**src/hw/rtl/multiword_integer_alu_assert.svh**
```systemverilog
// Assertion macros for the multiword integer ALU.
// Used by the top level only; needs i_clk and i_rst_n in scope.
`ifndef MULTIWORD_INTEGER_ALU_ASSERT_SVH
`define MULTIWORD_INTEGER_ALU_ASSERT_SVH

// Same-cycle implication, disabled during reset.
`define MWALU_ASSERT_NOW(lbl, pre, post) \
    lbl: assert property (@(posedge i_clk) disable iff (!i_rst_n) (pre) |-> (post)) \
        else $error("multiword_integer_alu check failed");

// Next-cycle implication, disabled during reset.
`define MWALU_ASSERT_NEXT(lbl, pre, post) \
    lbl: assert property (@(posedge i_clk) disable iff (!i_rst_n) (pre) |=> (post)) \
        else $error("multiword_integer_alu check failed");

`endif

```
**src/hw/rtl/mwalu_ram.sv**
```systemverilog
// Generic simple dual-port RAM, one write and one registered read port.
// No dependencies.
module mwalu_ram #(
    parameter int DEPTH = 64,
    parameter int WIDTH = 32
) (
    input  logic                     i_clk,
    input  logic                     i_we,
    input  logic [$clog2(DEPTH)-1:0] i_waddr,
    input  logic [WIDTH-1:0]         i_wdata,
    input  logic [$clog2(DEPTH)-1:0] i_raddr,
    output logic [WIDTH-1:0]         o_rdata
);

    logic [WIDTH-1:0] r_mem [DEPTH];
    logic [WIDTH-1:0] r_rdata;

    // Write port.
    always_ff @(posedge i_clk) begin
        if (i_we) begin
            r_mem[i_waddr] <= i_wdata;
        end
    end

    // Registered read port.
    always_ff @(posedge i_clk) begin
        r_rdata <= r_mem[i_raddr];
    end

    assign o_rdata = r_rdata;

endmodule

```
**config.mk**
```make
export PLATFORM = sky130hd
export DESIGN_NAME = mwalu_ram
export DESIGN_NICKNAME = d
export VERILOG_FILES = /design/src/hw/rtl/multiword_integer_alu_assert.svh /design/src/hw/rtl/mwalu_ram.sv
export SDC_FILE = /design/constraint.sdc
export NUM_CORES = 2
export LEC_CHECK = 0
export ABC_AREA = 1
export BUFFER_PORTS_ARGS = -buffer_cell sky130_fd_sc_hd__buf_4
export CAP_MARGIN = 20
export CORE_MARGIN = 2
export CORE_UTILIZATION = 50
export CTS_BUF_LIST = sky130_fd_sc_hd__clkbuf_8
export DETAILED_ROUTE_END_ITERATION = 6
export PLACE_DENSITY = 0.65
export SYNTH_ARGS = -nofsm -noshare
export SYNTH_HDL_FRONTEND = slang
export SYNTH_SLANG_ARGS = --single-unit
```
**constraint.sdc**
```tcl
create_clock -name i_clk -period 5.5 [get_ports i_clk]
set_input_delay 0.825 -clock i_clk [delete_from_list [all_inputs] [get_ports i_clk]]
set_output_delay 0.825 -clock i_clk [all_outputs]
set_load 0.1 [all_outputs]
```
Word-level counts from Yosys, hierarchy flattened
Memory sizes are Yosys's and may differ from the RTL's. A register that Yosys moved wholly into a read port is not among the register bits. Cells that the tools add are included. W data, S select, Z words.

Multiplexer cells: 2.

Operator list (count): $mux W1 (2).

Memory bits (writable): 2048. Memories: 1. Logic and storage cells: 3. Flip-flop bits (word level): 0. Output and inout bits: 32. Input port bits: 46.

Memory list: r_mem (depth 64, bits a word 32, rd ports 1, clocked after Yosys merged registers in 1, wr ports 1, line mwalu_ram.sv:15) `logic [WIDTH-1:0] r_mem [DEPTH];`.

Logic depth before layout (Yosys ltp)
Word-level depth: 2. Gate-level depth with buffers: 13. Mapped depth without buffers: 9.

Least setup slack after synthesis
OpenSTA, ideal clock, no wires.

Kind: input to register. Start point: input port i_we. End point: memory r_mem[48][0] (enable). Setup time: 502 ps. Data arrival time: 4453 ps. Data required time: 4998 ps. Path buffers: 1. Slack: 545 ps. Stages: 3. Cells stage by stage: clkbuf_1 > nand4_1 > nor4_1.

Longest elaborated chain between the ends: 2.

Ends and longest elaborated chain: start: declaration (line mwalu_ram.sv:8) `input logic i_we,`; $mux W1 (line mwalu_ram.sv:20) `if (i_we) begin`; $mux W1 (not written as such) (line mwalu_ram.sv:21) `r_mem[i_waddr] <= i_wdata;`; end: declaration (line mwalu_ram.sv:15).

No other way between the ends.

Worst setup path after layout
Start point: register r_rdata[1] (netlist: o_rdata[1]), read port of r_mem. End point: output port o_rdata[1].

RTL lines: start: declaration (line mwalu_ram.sv:16) `logic [WIDTH-1:0] r_rdata;`; end: declaration (line mwalu_ram.sv:12) `output logic [WIDTH-1:0] o_rdata`.

No word-level cell between the ends.

==> flow_metrics.tcl <==
set metrics [dict create \
    status "finished clean" \
    rsz0062_at_grt "no" \
    drt-total-wl_um 235000 \
    placed_area_mm2 0.0859 \
    io_buffers 77 \
    io_pins 78 \
    maxSlewViolCount 0 \
    period_share_pct 54.6 \
    h-tree-depth 5 \
    syn_area_per_cell_um2 12.2 \
    synth_most_common_cell "nand2_1" \
    synth_ff_type "edfxtp_1" \
    ys_seq_area_share_pct 75.1 \
    fin_nets 6921 \
    antenna_found_initial 12 \
    num_rows 149 \
    drc_errors 0 \
    syn2layout_area_growth_pct 11.0 \
    cp-start-kind "register" \
    hold_violations 0 \
    die_area_mm2 0.169 \
    synth_seq_cells 2080 \
    layout-drive-gt1-share_pct 9.58 \
    finalSetupTns_ps 0 \
    netlist_top_cells_area "edfxtp_1 (74%), nand3_1 (12%), nand2_1 (10%), buf_2 (1.7%), dfxtp_1 (0.77%)" \
    slowest_stage "dfxtp_1" \
    core-area_mm2 0.165 \
    drv_cap 0 \
    synthCells 6769 \
    path_clk_slew_ps 60 \
    synth_edf_count 2048 \
    final_area_mm2 0.0918 \
    r2r_cells 8 \
    yosysWarnings 0 \
    place_congestion 0.857 \
    min_path_cells 3 \
    ctsResizeCount 0 \
    period_minus_slack_ps 3010 \
    dp.cells 8723 \
    worstMarginPinSlew_ps 1120 \
    cts_setup_buffers 0 \
    r2r-start "r_mem[39][8]" \
    relSlewSlack_pct 25.2 \
    cp_data_required_time_ps 4680 \
    drt-initial-drc-count 7543 \
    cp_data_arrival_time_ps 2180 \
    post-dp-hpwl_um 124000 \
    hold_start "i_raddr[5]" \
    yosysTopAreaCell "edfxtp_1" \
    syn_area_mm2 0.0827 \
    grt_overflow 0 \
    track_usage_pct 27.5 \
    cts.sinks 2080 \
    die_w_um 411 \
    dieHeight_um 411 \
    dr.pass1.iters 6 \
    hold_end "o_rdata[4]" \
    postCtsHoldBufs 0 \
    setup_viol 0 \
    critical_path_depth 1 \
    p_leak_nw 32.6 \
    path_class "reg -> out" \
    postRouteAntennaNets 0 \
    netlist.area_leader.share_pct 74.3 \
    cp_num_buf_inv 1 \
    grt_pass1_wl_um 341000 \
    worstSkewPairLatency_ps 1060 \
    hp-class "in -> reg" \
    synth_common_cells "nand2_1 (2,248), edfxtp_1 (2,048), nand3_1 (1,907)" \
    vias 54300 \
    crit_path_cell_trace "buf_4" \
    end_kind "output port" \
    grt_pass1_vias 50500 \
    fill_cells 13300 \
    wire_per_inst_um 25.2 \
    cpLargestDelayFamily "flip-flops" \
    max_freq_mhz 333 \
    yosysUniqueCellTypes 16 \
    instances_no_fill 9304 \
    cts_root_buffer "clkbuf_8" \
    power_density_mw_per_mm2 348 \
    synth_nets 6815 \
    fin_hold_ws_ps 235 \
    start_util_pct 50.3 \
    cts_tree "built" \
    critPathMaxStageDelay_ps 720 \
    vias_per_cell 5.84 \
    ir_drop_v 0.000271 \
    cts-buffers-inserted 335 \
    clk_path_buf_depth 4 \
    grt_max_degree 160 \
    crit_path_max_fanout 1 \
    synthArstFlopShare_pct 0 \
    rr_endpoint "o_rdata[8]" \
    fin_skew_ps 64.0 \
    rrSetupSlack_ps 3600 \
]
==> worst max path at each step <==
| stage | start | to | slack, ps |
|---|---|---|---|
| after floorplan | i_we | r_mem[48][0] | 550 |
| after global placement | i_raddr[0] | o_rdata[8] | 1780 |
| after detailed placement | i_raddr[0] | o_rdata[8] | 1740 |
| after CTS | o_rdata[1] | o_rdata[1] | 2460 |
| after global routing | o_rdata[1] | o_rdata[1] | 2490 |
| final | o_rdata[1] | o_rdata[1] | 2490 |
==> kinds of logic (layout without fill, tap and decap cells) <==
family / Yosys count / in the layout / share of synthesized area, %
flops: 2080 / 2080 / 75.1
simple gates: 4228 / 4228 / 22.1
buf+inv: 461 / 803 / 2.78
other cells: 0 / 4 / 0
==> final cells by class <==
type | instances | area, um2 | area share, %
Clock inverter | 227 | 1110 | 1.21
Clock buffer | 346 | 4760 | 5.19
Multi-Input combinational cell | 4228 | 18800 | 20.4
Timing Repair Buffer | 218 | 2200 | 2.40
Antenna cell | 4 | 10.0 | 0.0109
Inverter | 12 | 82.6 | 0.0899
Sequential cell | 2080 | 62100 | 67.7
Tap cell | 2189 | 2740 | 2.98
==> sequential cells by signal (all words and copies together), names as in the netlist <==
signal   flops
o_rdata     32
r_mem     2048
==> routing by layer <==
layer	GRT usage [%]	wire (um)
met1	39.1	93900
met2	41.7	108000
met3	6.56	25600
met4	9.53	7360
met5	0	47
==> metrics by stage <==
step | power (W) | util (%) | setup slack [ps]
after detailed placement | 0.0202 | 52.2 | 1740
final | 0.0319 | 55.8 | 2490
after floorplan | 0.0192 | - | 545
after global placement | 0.0202 | 52.0 | 1780
after CTS | 0.0320 | 55.7 | 2460
after global routing | 0.0329 | 55.8 | 2490
==> cells in the final DEF (no fill, tap or decap), types with 2 or more instances in the layout <==
cell	n
nand2_1	2248
edfxtp_1	2048
nand3_1	1907
clkbuf_8	346
buf_4	172
inv_1	116
clkinv_1	70
nor2_4	56
buf_12	40
clkinv_2	34
dfxtp_1	32
nand4_1	9
nor4_2	8
bufinv_16	7
clkinvlp_4	6
diode_2	4
buf_8	3
inv_8	2
inv_6	2
buf_16	2
==> power by group <==
part | internal, W | switching, W | leakage [nW]
Combinational | 0.000482 | 0.00179 | 10.5
Clock | 0.00613 | 0.00589 | 3.42
Sequential | 0.0176 | 0.0000828 | 18.7
Note: power is estimated with default switching activity, not from simulation.
